## config.mk

```make
export PLATFORM = sky130hd
export DESIGN_NAME = rgb_to_hsi_converter
export DESIGN_NICKNAME = d
export VERILOG_FILES = /design/src/rtl/rgbhsi_pkg.sv /design/src/rtl/rgbhsi_front.sv /design/src/rtl/rgbhsi_fifo.sv /design/src/rtl/rgbhsi_div.sv /design/src/rtl/rgbhsi_back.sv /design/src/rtl/rgb_to_hsi_converter.sv
export SDC_FILE = /design/constraint.sdc
export NUM_CORES = 2
export LEC_CHECK = 0
export BUFFER_PORTS_ARGS = -buffer_cell sky130_fd_sc_hd__clkbuf_2
export CAP_MARGIN = 10
export CORE_MARGIN = 8
export CORE_UTILIZATION = 40
export CTS_CLUSTER_DIAMETER = 50
export DETAILED_ROUTE_END_ITERATION = 8
export PLACE_DENSITY_LB_ADDON = 0.1
export SLEW_MARGIN = 10
export SYNTH_ARGS = -nofsm -noshare
export SYNTH_HDL_FRONTEND = slang
export SYNTH_SLANG_ARGS = --single-unit
```

## constraint.sdc

```tcl
create_clock -name clk -period 19.8 [get_ports clk]
set_input_delay 1.98 -clock clk [delete_from_list [all_inputs] [get_ports clk]]
set_output_delay 1.98 -clock clk [all_outputs]
set_load 0.05 [all_outputs]
```

## src/rtl/rgbhsi_pkg.sv

```systemverilog
// ---------------------------------------------------------------------------
// rgbhsi_pkg
// Types, constants and tables shared by the RGB to HSI converter.
// ---------------------------------------------------------------------------
package rgbhsi_pkg;

    localparam int DIV_NUM_W = 34;
    localparam int DIV_DEN_W = 19;
    localparam int CORDIC_STEPS = 18;
    localparam int STEP_W = 5;

    localparam logic [18:0] MAX_FRAME_PIXELS = 19'd262144;
    localparam logic [15:0] SAT_SCALE = 16'd65280;
    localparam logic [16:0] SQRT3_Q16 = 17'd113512;
    localparam logic signed [26:0] ANGLE_90 = 27'sd5898240;
    localparam logic signed [26:0] ANGLE_180 = 27'sd11796480;
    localparam logic [24:0] ANGLE_360 = 25'd23592960;
    localparam logic [17:0] HUE_RECIP = 18'd174763;

    typedef struct packed {
        logic [7:0] red;
        logic [7:0] green;
        logic [7:0] blue;
        logic       last_pixel;
    } pixel_t;

    typedef struct packed {
        logic [7:0]  intensity;
        logic [7:0]  saturation;
        logic [7:0]  hue;
        logic        frame_done;
        logic [15:0] mean_intensity;
        logic [15:0] mean_saturation;
        logic [15:0] mean_hue;
    } result_t;

    typedef struct packed {
        logic [15:0]        iq;
        logic [25:0]        sat_num;
        logic [9:0]         tsum;
        logic               gray;
        logic               b_gt_g;
        logic               last;
        logic signed [27:0] x0;
        logic signed [27:0] y0;
        logic signed [26:0] z0;
    } item_t;

    typedef struct packed {
        logic full;
        logic empty;
    } fifo_status_t;

    typedef enum logic [3:0] {
        ST_IDLE,
        ST_SAT,
        ST_CORDIC,
        ST_HUE_START,
        ST_HUE,
        ST_ACCUM,
        ST_MEAN_START,
        ST_MEAN,
        ST_OUT
    } state_t;

    function automatic logic signed [26:0] atan_q16(input logic [STEP_W-1:0] idx);
        logic signed [26:0] a;
        case (idx)
            5'd0:    a = 27'sd2949120;
            5'd1:    a = 27'sd1740967;
            5'd2:    a = 27'sd919879;
            5'd3:    a = 27'sd466945;
            5'd4:    a = 27'sd234379;
            5'd5:    a = 27'sd117304;
            5'd6:    a = 27'sd58666;
            5'd7:    a = 27'sd29335;
            5'd8:    a = 27'sd14668;
            5'd9:    a = 27'sd7334;
            5'd10:   a = 27'sd3667;
            5'd11:   a = 27'sd1833;
            5'd12:   a = 27'sd917;
            5'd13:   a = 27'sd458;
            5'd14:   a = 27'sd229;
            5'd15:   a = 27'sd115;
            5'd16:   a = 27'sd57;
            5'd17:   a = 27'sd29;
            default: a = 27'sd0;
        endcase
        return a;
    endfunction

endpackage

```

## src/rtl/rgbhsi_front.sv

```systemverilog
// ---------------------------------------------------------------------------
// rgbhsi_front
// Classifies an incoming pixel and prepares the operands of its conversion.
// ---------------------------------------------------------------------------
module rgbhsi_front
    import rgbhsi_pkg::*;
(
    input  pixel_t pixel,
    output item_t  item
);

    logic [7:0]         r;
    logic [7:0]         g;
    logic [7:0]         b;
    logic [9:0]         t;
    logic [7:0]         m;
    logic [7:0]         d;
    logic [19:0]        t_third;
    logic [15:0]        t_85;
    logic signed [10:0] xd;
    logic signed [27:0] xs;
    logic signed [27:0] ys;
    logic [24:0]        y_prod;
    logic [9:0]         spread;

    always_comb
    begin
        r = pixel.red;
        g = pixel.green;
        b = pixel.blue;
        t = {2'b0, r} + {2'b0, g} + {2'b0, b};
        m = (r < g) ? r : g;
        if (b < m)
        begin
            m = b;
        end
        d = (g >= b) ? (g - b) : (b - g);
        t_85 = 16'(t) * 16'd85;
        t_third = 20'(t) * 20'd683;
        spread = t - (10'(m) * 10'd3);
        xd = $signed({2'b0, r, 1'b0}) - $signed({3'b0, g}) - $signed({3'b0, b});
        xs = {xd[10], xd, 16'b0};
        y_prod = 25'(d) * 25'(SQRT3_Q16);
        ys = $signed({3'b0, y_prod});

        item.iq = t_85 + {5'b0, t_third[19:9] >> 2};
        item.sat_num = 26'(spread) * 26'(SAT_SCALE);
        item.tsum = t;
        item.gray = (r == g) && (g == b);
        item.b_gt_g = b > g;
        item.last = pixel.last_pixel;
        if (xd < 0)
        begin
            item.x0 = ys;
            item.y0 = -xs;
            item.z0 = ANGLE_90;
        end
        else
        begin
            item.x0 = xs;
            item.y0 = ys;
            item.z0 = 27'sd0;
        end
    end

endmodule

```

## src/rtl/rgbhsi_fifo.sv

```systemverilog
// ---------------------------------------------------------------------------
// rgbhsi_fifo
// Two-entry queue that decouples the front classifier from the back engine.
// ---------------------------------------------------------------------------
module rgbhsi_fifo
    import rgbhsi_pkg::*;
(
    input  logic         clk,
    input  logic         rst_n,
    input  logic         wr,
    input  item_t        wr_item,
    input  logic         rd,
    output item_t        rd_item,
    output fifo_status_t status
);

    item_t      mem_reg [2];
    logic       wr_ptr_reg;
    logic       rd_ptr_reg;
    logic [1:0] level_reg;
    logic       do_wr;
    logic       do_rd;

    assign status.full = level_reg == 2'd2;
    assign status.empty = level_reg == 2'd0;
    assign do_wr = wr && !status.full;
    assign do_rd = rd && !status.empty;
    assign rd_item = mem_reg[rd_ptr_reg];

    always_ff @(posedge clk)
    begin
        if (do_wr)
        begin
            mem_reg[wr_ptr_reg] <= wr_item;
        end
    end

    always_ff @(posedge clk or negedge rst_n)
    begin
        if (!rst_n)
        begin
            wr_ptr_reg <= 1'b0;
            rd_ptr_reg <= 1'b0;
            level_reg <= 2'd0;
        end
        else
        begin
            if (do_wr)
            begin
                wr_ptr_reg <= !wr_ptr_reg;
            end
            if (do_rd)
            begin
                rd_ptr_reg <= !rd_ptr_reg;
            end
            if (do_wr && !do_rd)
            begin
                level_reg <= level_reg + 2'd1;
            end
            else if (do_rd && !do_wr)
            begin
                level_reg <= level_reg - 2'd1;
            end
        end
    end

endmodule

```

## src/rtl/rgbhsi_div.sv

```systemverilog
// ---------------------------------------------------------------------------
// rgbhsi_div
// Shared restoring divider, one quotient bit per cycle.
// ---------------------------------------------------------------------------
module rgbhsi_div
    import rgbhsi_pkg::*;
(
    input  logic                 clk,
    input  logic                 rst_n,
    input  logic                 start,
    input  logic [DIV_NUM_W-1:0] dividend,
    input  logic [DIV_DEN_W-1:0] divisor,
    output logic                 busy,
    output logic                 done,
    output logic [DIV_NUM_W-1:0] quotient
);

    localparam int CNT_W = $clog2(DIV_NUM_W + 1);

    logic [DIV_NUM_W-1:0] quo_reg;
    logic [DIV_DEN_W-1:0] rem_reg;
    logic [DIV_DEN_W-1:0] den_reg;
    logic [CNT_W-1:0]     cnt_reg;
    logic                 busy_reg;
    logic                 done_reg;
    logic [DIV_DEN_W:0]   shifted;
    logic                 qbit;

    assign busy = busy_reg;
    assign done = done_reg;
    assign quotient = quo_reg;

    always_comb
    begin
        shifted = {rem_reg, quo_reg[DIV_NUM_W-1]};
        qbit = shifted >= {1'b0, den_reg};
    end

    always_ff @(posedge clk)
    begin
        if (start)
        begin
            quo_reg <= dividend;
            rem_reg <= '0;
            den_reg <= divisor;
        end
        else if (busy_reg)
        begin
            quo_reg <= {quo_reg[DIV_NUM_W-2:0], qbit};
            if (qbit)
            begin
                rem_reg <= DIV_DEN_W'(shifted - {1'b0, den_reg});
            end
            else
            begin
                rem_reg <= shifted[DIV_DEN_W-1:0];
            end
        end
    end

    always_ff @(posedge clk or negedge rst_n)
    begin
        if (!rst_n)
        begin
            cnt_reg <= '0;
            busy_reg <= 1'b0;
            done_reg <= 1'b0;
        end
        else
        begin
            done_reg <= 1'b0;
            if (start)
            begin
                cnt_reg <= CNT_W'(DIV_NUM_W);
                busy_reg <= 1'b1;
            end
            else if (busy_reg)
            begin
                cnt_reg <= cnt_reg - 1'b1;
                if (cnt_reg == CNT_W'(1))
                begin
                    busy_reg <= 1'b0;
                    done_reg <= 1'b1;
                end
            end
        end
    end

endmodule

```

## src/rtl/rgbhsi_back.sv

```systemverilog
// ---------------------------------------------------------------------------
// rgbhsi_back
// Conversion engine: saturation and hue, CORDIC angle, frame sums and means.
// ---------------------------------------------------------------------------
module rgbhsi_back
    import rgbhsi_pkg::*;
(
    input  logic                 clk,
    input  logic                 rst_n,
    input  item_t                q_item,
    input  fifo_status_t         q_status,
    output logic                 q_pop,
    output logic                 div_start,
    output logic [DIV_NUM_W-1:0] div_dividend,
    output logic [DIV_DEN_W-1:0] div_divisor,
    input  logic                 div_done,
    input  logic [DIV_NUM_W-1:0] div_quotient,
    input  logic                 pop,
    output logic                 empty,
    output result_t              result
);

    state_t             state_reg, state_next;
    item_t              item_reg, item_next;
    logic [15:0]        sq_reg, sq_next;
    logic [15:0]        hq_reg, hq_next;
    logic [17:0]        hnum_reg, hnum_next;
    logic signed [27:0] x_reg, x_next;
    logic signed [27:0] y_reg, y_next;
    logic signed [26:0] z_reg, z_next;
    logic [STEP_W-1:0]  step_reg, step_next;
    logic [18:0]        count_reg, count_next;
    logic [33:0]        isum_reg, isum_next;
    logic [33:0]        ssum_reg, ssum_next;
    logic [33:0]        hsum_reg, hsum_next;
    logic [15:0]        mi_reg, mi_next;
    logic [15:0]        ms_reg, ms_next;
    logic [15:0]        mh_reg, mh_next;
    logic [1:0]         sel_reg, sel_next;
    result_t            out_reg, out_next;
    logic               out_valid_reg, out_valid_next;

    logic signed [27:0] dx;
    logic signed [27:0] dy;
    logic signed [26:0] angle;
    logic [24:0]        theta;
    logic [28:0]        hue17;
    logic [35:0]        hue_recip;

    function automatic logic signed [27:0] shr0(input logic signed [27:0] v,
                                                input logic [STEP_W-1:0] s);
        logic signed [27:0] r;
        if (v[27])
        begin
            r = -((-v) >>> s);
        end
        else
        begin
            r = v >>> s;
        end
        return r;
    endfunction

    assign empty = !out_valid_reg;
    assign result = out_reg;

    always_ff @(posedge clk)
    begin
        item_reg <= item_next;
        sq_reg <= sq_next;
        hq_reg <= hq_next;
        hnum_reg <= hnum_next;
        x_reg <= x_next;
        y_reg <= y_next;
        z_reg <= z_next;
        mi_reg <= mi_next;
        ms_reg <= ms_next;
        mh_reg <= mh_next;
        out_reg <= out_next;
    end

    always_ff @(posedge clk or negedge rst_n)
    begin
        if (!rst_n)
        begin
            state_reg <= ST_IDLE;
            step_reg <= '0;
            sel_reg <= 2'd0;
            count_reg <= '0;
            isum_reg <= '0;
            ssum_reg <= '0;
            hsum_reg <= '0;
            out_valid_reg <= 1'b0;
        end
        else
        begin
            state_reg <= state_next;
            step_reg <= step_next;
            sel_reg <= sel_next;
            count_reg <= count_next;
            isum_reg <= isum_next;
            ssum_reg <= ssum_next;
            hsum_reg <= hsum_next;
            out_valid_reg <= out_valid_next;
        end
    end

    always_comb
    begin
        state_next = state_reg;
        item_next = item_reg;
        sq_next = sq_reg;
        hq_next = hq_reg;
        hnum_next = hnum_reg;
        x_next = x_reg;
        y_next = y_reg;
        z_next = z_reg;
        step_next = step_reg;
        count_next = count_reg;
        isum_next = isum_reg;
        ssum_next = ssum_reg;
        hsum_next = hsum_reg;
        mi_next = mi_reg;
        ms_next = ms_reg;
        mh_next = mh_reg;
        sel_next = sel_reg;
        out_next = out_reg;
        out_valid_next = out_valid_reg;
        q_pop = 1'b0;
        div_start = 1'b0;
        div_dividend = '0;
        div_divisor = '0;

        dx = shr0(y_reg, step_reg);
        dy = shr0(x_reg, step_reg);
        if (z_reg < 0)
        begin
            angle = 27'sd0;
        end
        else if (z_reg > ANGLE_180)
        begin
            angle = ANGLE_180;
        end
        else
        begin
            angle = z_reg;
        end
        if (item_reg.b_gt_g)
        begin
            theta = ANGLE_360 - 25'(angle);
        end
        else
        begin
            theta = 25'(angle);
        end
        hue17 = 29'(theta) * 29'd17;
        hue_recip = 36'(hnum_reg) * 36'(HUE_RECIP);

        if (pop && out_valid_reg)
        begin
            out_valid_next = 1'b0;
        end

        case (state_reg)
            ST_IDLE:
            begin
                if (!q_status.empty)
                begin
                    q_pop = 1'b1;
                    item_next = q_item;
                    x_next = q_item.x0;
                    y_next = q_item.y0;
                    z_next = q_item.z0;
                    step_next = '0;
                    mi_next = '0;
                    ms_next = '0;
                    mh_next = '0;
                    if (q_item.gray)
                    begin
                        sq_next = '0;
                        hq_next = '0;
                        state_next = ST_ACCUM;
                    end
                    else
                    begin
                        div_start = 1'b1;
                        div_dividend = DIV_NUM_W'(q_item.sat_num);
                        div_divisor = DIV_DEN_W'(q_item.tsum);
                        state_next = ST_SAT;
                    end
                end
            end
            ST_SAT:
            begin
                if (div_done)
                begin
                    sq_next = div_quotient[15:0];
                    state_next = ST_CORDIC;
                end
            end
            ST_CORDIC:
            begin
                if (y_reg > 0)
                begin
                    x_next = x_reg + dx;
                    y_next = y_reg - dy;
                    z_next = z_reg + atan_q16(step_reg);
                end
                else
                begin
                    x_next = x_reg - dx;
                    y_next = y_reg + dy;
                    z_next = z_reg - atan_q16(step_reg);
                end
                step_next = step_reg + 1'b1;
                if (step_reg == STEP_W'(CORDIC_STEPS - 1))
                begin
                    state_next = ST_HUE_START;
                end
            end
            ST_HUE_START:
            begin
                hnum_next = hue17[28:11];
                state_next = ST_HUE;
            end
            ST_HUE:
            begin
                hq_next = hue_recip[34:19];
                state_next = ST_ACCUM;
            end
            ST_ACCUM:
            begin
                if (count_reg < MAX_FRAME_PIXELS)
                begin
                    count_next = count_reg + 1'b1;
                    isum_next = isum_reg + 34'(item_reg.iq);
                    ssum_next = ssum_reg + 34'(sq_reg);
                    hsum_next = hsum_reg + 34'(hq_reg);
                end
                sel_next = 2'd0;
                state_next = item_reg.last ? ST_MEAN_START : ST_OUT;
            end
            ST_MEAN_START:
            begin
                if (count_reg == '0)
                begin
                    state_next = ST_OUT;
                end
                else
                begin
                    div_start = 1'b1;
                    div_divisor = count_reg;
                    case (sel_reg)
                        2'd0:    div_dividend = isum_reg;
                        2'd1:    div_dividend = ssum_reg;
                        default: div_dividend = hsum_reg;
                    endcase
                    state_next = ST_MEAN;
                end
            end
            ST_MEAN:
            begin
                if (div_done)
                begin
                    case (sel_reg)
                        2'd0:    mi_next = div_quotient[15:0];
                        2'd1:    ms_next = div_quotient[15:0];
                        default: mh_next = div_quotient[15:0];
                    endcase
                    if (sel_reg == 2'd2)
                    begin
                        state_next = ST_OUT;
                    end
                    else
                    begin
                        sel_next = sel_reg + 2'd1;
                        state_next = ST_MEAN_START;
                    end
                end
            end
            ST_OUT:
            begin
                if (!out_valid_reg || pop)
                begin
                    out_next.intensity = item_reg.iq[15:8];
                    out_next.saturation = sq_reg[15:8];
                    out_next.hue = hq_reg[15:8];
                    out_next.frame_done = item_reg.last;
                    out_next.mean_intensity = mi_reg;
                    out_next.mean_saturation = ms_reg;
                    out_next.mean_hue = mh_reg;
                    out_valid_next = 1'b1;
                    if (item_reg.last)
                    begin
                        count_next = '0;
                        isum_next = '0;
                        ssum_next = '0;
                        hsum_next = '0;
                    end
                    state_next = ST_IDLE;
                end
            end
            default:
            begin
                state_next = ST_IDLE;
            end
        endcase
    end

endmodule

```

## src/rtl/rgb_to_hsi_converter.sv

```systemverilog
// ---------------------------------------------------------------------------
// rgb_to_hsi_converter
// Per-pixel RGB to HSI conversion with frame averages of I, S and H.
// ---------------------------------------------------------------------------
// Input is a queue port: drive pixel and push; a beat moves while full is
// low. Results form a queue port too: result holds the oldest beat while
// empty is low, and pop takes it.
// Pixels are classified and enter a two-entry queue; one engine converts
// them one at a time. A gray pixel goes straight to accumulation and output.
// Any other pixel takes a divider pass for saturation, 18 CORDIC steps
// for the angle, hue scaling in ST_HUE_START and ST_HUE, then accumulation
// and output. A frame's last pixel adds three divider passes for the
// averages. The shared serial divider sets the rate.
// Reset clears the queue, the frame count and sums, and the result slot.
// While the receiver stalls the finished beat holds in the result slot; the
// engine stops when it has a new result, and the queue then fills and
// raises full.
// ---------------------------------------------------------------------------
module rgb_to_hsi_converter
    import rgbhsi_pkg::*;
(
    input  logic    clk,
    input  logic    rst_n,
    input  logic    push,
    output logic    full,
    input  pixel_t  pixel,
    input  logic    pop,
    output logic    empty,
    output result_t result
);

    item_t                front_item;
    item_t                q_item;
    fifo_status_t         q_status;
    logic                 q_pop;
    logic                 div_start;
    logic [DIV_NUM_W-1:0] div_dividend;
    logic [DIV_DEN_W-1:0] div_divisor;
    logic                 div_busy;
    logic                 div_done;
    logic [DIV_NUM_W-1:0] div_quotient;

    assign full = q_status.full;

    rgbhsi_front u_front
    (
        .pixel (pixel),
        .item  (front_item)
    );

    rgbhsi_fifo u_fifo
    (
        .clk     (clk),
        .rst_n   (rst_n),
        .wr      (push),
        .wr_item (front_item),
        .rd      (q_pop),
        .rd_item (q_item),
        .status  (q_status)
    );

    rgbhsi_div u_div
    (
        .clk      (clk),
        .rst_n    (rst_n),
        .start    (div_start),
        .dividend (div_dividend),
        .divisor  (div_divisor),
        .busy     (div_busy),
        .done     (div_done),
        .quotient (div_quotient)
    );

    rgbhsi_back u_back
    (
        .clk          (clk),
        .rst_n        (rst_n),
        .q_item       (q_item),
        .q_status     (q_status),
        .q_pop        (q_pop),
        .div_start    (div_start),
        .div_dividend (div_dividend),
        .div_divisor  (div_divisor),
        .div_done     (div_done),
        .div_quotient (div_quotient),
        .pop          (pop),
        .empty        (empty),
        .result       (result)
    );

    a_div_start_idle: assert property (@(posedge clk) disable iff (!rst_n)
        div_start |-> !div_busy)
        else $error("divider restarted while busy");

    a_pop_needs_item: assert property (@(posedge clk) disable iff (!rst_n)
        q_pop |-> !q_status.empty)
        else $error("engine took an item from an empty queue");

    a_means_only_on_done: assert property (@(posedge clk) disable iff (!rst_n)
        (!empty && !result.frame_done) |->
            (result.mean_intensity == 16'd0 && result.mean_saturation == 16'd0 &&
             result.mean_hue == 16'd0))
        else $error("averages set on a beat that does not end a frame");

    a_start_done_gap: assert property (@(posedge clk) disable iff (!rst_n)
        div_start |=> !div_done)
        else $error("divider finished right after start");

endmodule

```

* Word level (Yosys, flattened, before mapping)
Memories as Yosys holds them, arrays and structs flattened.
Cells that the tools add are included.
** Storage, ports and cells
- Bits in registers :: 489
- Word-level logic and storage cells :: 253
- Bits of input ports :: 29
- Memories :: 3
- Output and inout port bits :: 75
- Bits in writable memories :: 260
- Bits in read-only memories :: 1408
** Cells by class
- Muxes and demuxes :: 97
- Order comparisons :: 10
- $add $sub $neg :: 30
- Bitwise operators :: 1
- Equality and inequality tests :: 27
- $mul :: 7
- Reductions and logical operators :: 38
- Shift operators :: 4
** Memory list
- (no name shown) :: words 32, bits a word 22, rd ports 1, clocked after memory_dff 0, wr ports 0, line rgbhsi_pkg.sv:68 : case (idx)
- (no name shown) :: words 32, bits a word 22, rd ports 1, clocked after memory_dff 0, wr ports 0, line rgbhsi_pkg.sv:68
- u_fifo.mem_reg :: words 2, bits a word 130, rd ports 1, clocked after memory_dff 0, wr ports 1, line rgbhsi_fifo.sv:17 : item_t mem_reg [2];
** Operator list (number)
- $pmux 34 s2 :: 5
- $mux 34 :: 9
- $mux 28 :: 6
- $mux 27 :: 6
- $mux 16 :: 10
- $pmux 16 s2 :: 5
- $mux 19 :: 6
- $neg 28->28 :: 4
- $pmux 28 s2 :: 2
- $sshr 28x5->28 :: 4
- $add 34x16->34 :: 3
- $mux 83 :: 1
- $pmux 19 s2 :: 2
- $mux 25 :: 3
- $add 28x28->28 :: 2
- $sub 28x28->28 :: 2
- $pmux 27 s2 :: 1
- $pmux 4 s9 :: 1
- $mul 18x18->35 const B :: 1
- $mux 4 :: 8
- $mul 25x5->29 const B :: 1
- $gt 28x1->1 const B :: 1
- $neg 27->28 :: 1
- $add 27x27->27 :: 1
- 63 further kinds :: 129

* Depth between registers and ports, before layout
- Depth in word-level cells :: 7
- Mapped depth :: 53
- Gate-level depth less buffers :: 53

* Hierarchy
A second synthesis with hierarchy kept.
** Unflattened totals
- Cell total of the unflattened synthesis :: 6949
- Area total of the unflattened synthesis :: 66438.7 µm²
** By module, submodules not included
- rgbhsi_back :: cells each 4852, times used 1, seq. area each 11496.0 µm², area each 41329.6 µm²
- rgbhsi_front :: cells each 1249, times used 1, seq. area each 0.0 µm², area each 10557.6 µm²
- rgbhsi_fifo :: cells each 448, times used 1, seq. area each 8388.0 µm², area each 10187.3 µm²
- rgbhsi_div :: cells each 400, times used 1, seq. area each 2172.1 µm², area each 4364.2 µm²

* Worst setup path after synthesis
No wires, ideal clock.
- Path type :: input to register
- Start point :: in pixel[10] in the netlist's numbering
- End point :: mem u_fifo.mem_reg[0][113] in the netlist's numbering, data pin
- Arrival :: 11.799 ns
- Library setup time :: 0.264 ns
- Buffers on the path :: 1
- Required time :: 19.536 ns
- Stages :: 50
- Path slack :: 7.737 ns
- Cells stage by stage :: inv_1 > ha_1 > nor2b_1 > o21a_1 > o21a_1 > o21a_1 > o21a_1 > o21ai_0 > nand2b_1 > a21oi_1 > mux2i_1 > ha_1 > o21a_1 > o21a_1 > o21ai_0 > a21oi_1 > o211ai_1 > nand2_1 > [14 not listed] > fa_1 > fa_1 > inv_1 > fa_1 > inv_1 > ha_1 > o21ai_0 > nand2b_1 > and2_1 > o21ai_0 > nand2b_1 > a21oi_1 > o21bai_1 > a21oi_1 > o21bai_1 > a21o_1 > a21oi_1 > xnor2_1
** RTL lines
- start, declared :: line rgb_to_hsi_converter.sv:26 : input pixel_t pixel,
- end, declared :: line rgbhsi_fifo.sv:17

==> impl_metrics.csv <==
group,metric,value,unit
status,run_status,"completed",
critical_path,slowest_stage,"a21oi_1",
synth,ys_seq_area_share,31.8,%
grt,antenna_found_initial,12,
floorplanning,io_pins,104,
placement,place_congestion,0.978,
timing,setup-tns-final,0,ns
critical_path,critical_path.top_delay_family,"adder cells",
cts,cts_root_buf,"clkbuf_16",
timing,tightest_slew,1.31,ns
synth,synth_cells,6539,
route,vias_per_cell,5.83,
floorplanning,core_area,0.153,mm2
floorplanning,die_w,408,um
timing,rsz0062_at_grt,"false",
critical_path,start_kind,"input port",
critical_path,cp_max_fo,12,
route,post-route-drc-count,0,
grt,grtUsageTotal,24.5,%
synth,synthFlopType,"edfxtp_1",
critical_path,critical_path_class,"in2reg",
placement,io_buffer_count,103,
synth,yosys.area.top_type_share,25.2,%
critical_path,reg2regPathDepth,29,
grt,grt_max_degree,77,
critical_path,cp.buffers_inverters,7,
synth,synthArstFlopShare,21.3,%
synth,synth_area_leaders,"edfxtp_1 (25%), ha_1 (12%), fa_1 (7.9%)",
synth,syn_area_per_cell,9.41,um2
cts,htree_num_levels,3,
synth,synth_cell_types,108,
critical_path,cp-startpoint,"pixel[10]",
cts,cts_hold_buffers,0,
worst_hold_path,hold_depth,0,
critical_path,r2r_end,"u_back.x_reg[27]",
critical_path,timing.rr.start,"u_back.step_reg[1]",
timing,setup_violations,0,
timing,maxSlewViolCount,0,
layout,drive_above_1_share,8.88,%
synth,synth_area,0.0615,mm2
worst_hold_path,holdPathEnd,"u_back.result[26]",
timing,clock.fmax,0.0793,GHz
floorplanning,core.rowCount,144,
grt,overflow,0,
synth,synth_edf_count,517,
route,drt_first_pass_iters,7,
layout,nets,7449,
layout,syn2layout_area_growth,10.4,%
route,antenna_left,0,
critical_path,crit_arrival,13.06,ns
cts,tritoncts.num_buffers,99,
worst_hold_path,hold_path.class,"reg2reg",
layout,largest_reg_flops,192,
timing,fin_crit,12.61,ns
floorplanning,fp.dieH,408,um
critical_path,required,20.25,ns
critical_path,reg2reg_setup_slack,9.39,ns
cts,post_cts_resized,0,
worst_hold_path,hold_path_startpoint,"u_back.ms_reg[10]",
run,maxCapViolCount,0,
timing,fin_skew,0.0526,ns
grt,first_global_vias,49400,
synth,ys_seq_elements,681,
placement,hpwl,165000,um
cts,cts_tree,"yes",
cts,clk_pin_slew,0.06,ns
grt,grt_pass1_wl,317000,um
timing,hold_viol,0,
floorplanning,die_area,0.167,mm2
cts,clk-insertion-delay-late,0.72,ns
timing,relSlewSlack,10.7,%
cts,post_cts_buffers,0,
route,first_iter_violations,4647,
synth,yosys.area.top_type,"edfxtp_1",
synth,yosys_warnings,0,
floorplanning,start_util,40.1,%
cts,cts.sinks,681,
route,wirelength,212000,um
cts,clock_path_buffers,3,
route,vias,50800,
critical_path,crit_path_end_kind,"register",
route,wire_per_inst,24.3,um
critical_path,critPathMaxStageDelay,0.83,ns
timing,timing.hold.ws,0.390,ns
timing,finalCritPeriodShare,63.7,%
layout,fillers,14800,
==> cell usage in the layout, fill, tap and decap left out, types with 47 or more instances in the layout <==
cell,count
o21bai_1,63
o22ai_1,56
and2_1,84
edfxtp_1,517
inv_1,624
fa_1,244
o21a_1,61
nand2_1,456
clkbuf_16,102
xor2_1,179
or3_1,63
a31oi_1,55
ha_1,604
mux2i_1,162
nand2b_1,47
nor2_1,528
nor4_1,51
nand4_1,81
xnor2_1,248
mux2_2,58
nand3_1,148
nor3_1,141
and3_1,73
dfrtp_1,139
nor2b_1,49
buf_4,126
clkbuf_2,102
a21oi_1,373
o21ai_0,302
o211ai_1,55
a21o_1,102
a211oi_1,86
==> logic make-up after synthesis <==
group	count (synthesis)	synth area share, %
other	1	0.00610
muxes	249	4.76
AOI/OAI and AO/OA	1507	16.2
and+or+nand+nor	1897	15.2
xor gates and xnor gates	427	6.08
DFF	681	31.8
adders and majority gates	848	20.2
buffers and inverters	929	5.77
==> worst reg2reg max path: cells and delay by family, from the launching register on <==
kind	cells	cell delay (ns)
DFF	1	0.58
xor gates and xnor gates	2	0.77
AOI/OAI and AO/OA	12	3.52
adders and majority gates	1	0.40
buffers and inverters	4	1.20
and+or+nand+nor	10	3.71
==> per-layer routing <==
metal	track usage (%)	vias up	share of wire, %
met5	0	-	0.029
met4	9.64	8	4.4
met3	4.18	472	7.3
met2	38.1	1905	44
met1	34.0	24700	45
li1	-	23700	-
==> cell type report <==
cell class | instances | area, um2 | area share, %
Clock buffer | 112 | 2610 | 3.84
Tap cell | 2044 | 2560 | 3.76
Sequential cell | 681 | 19500 | 28.8
Timing Repair Buffer | 229 | 1470 | 2.16
Multi-Input combinational cell | 4932 | 38500 | 56.7
Inverter | 629 | 2360 | 3.48
Clock inverter | 74 | 848 | 1.25
Antenna cell | 6 | 15.0 | 0.0221
==> per-stage QoR <==
step	instances	cell area (um2)	util [%]	setup slack [ns]
after floorplan	6542	61500	-	7.74
after global placement	8515	64500	42.0	6.50
after detailed placement	8515	64500	42.0	6.42
after CTS	8701	67900	44.3	7.18
after global routing	8703	67900	44.3	6.49
final	8707	67900	44.3	7.19
==> synth_stat cells (18+ instances only) <==
cell type  number
a211oi_1       86
nand2b_1       47
a21boi_0       18
nand4_1        81
fa_1          244
inv_1         627
o221ai_1       24
a21oi_1       376
dfxtp_1        19
o21bai_1       63
o21a_1         61
mux2_2         58
edfxtp_1      517
or3_1          65
nor2b_1        50
buf_1          41
o31ai_1        38
a31oi_1        55
nor4_1         51
and2_1         84
buf_2          25
ha_1          604
nand2_1       459
mux4_2         29
nor2_1        534
o22ai_1        56
or4_1          35
nor3_1        143
and3_1         75
or2_2          24
clkbuf_1      229
xor2_1        179
a211o_1        18
mux2i_1       162
xnor2_1       248
a21o_1        102
nand3_1       148
a22o_1         44
o211ai_1       55
o21ai_0       302
dfrtp_1       145
==> worst max-delay path by stage <==
stage	endpoint	slack [ns]	depth (start not counted)
floorplan	u_fifo.mem_reg[0][113]	7.74	50
global placement	u_fifo.mem_reg[0][113]	6.50	50
detailed placement	u_fifo.mem_reg[0][113]	6.42	50
CTS	u_fifo.mem_reg[0][113]	7.18	50
global route	u_fifo.mem_reg[0][113]	6.49	50
finish	u_fifo.mem_reg[0][113]	7.19	50
Power is left out: the tool's default activity adds up to more than one toggle a clock period on the data nets, which glitch-free logic cannot reach.
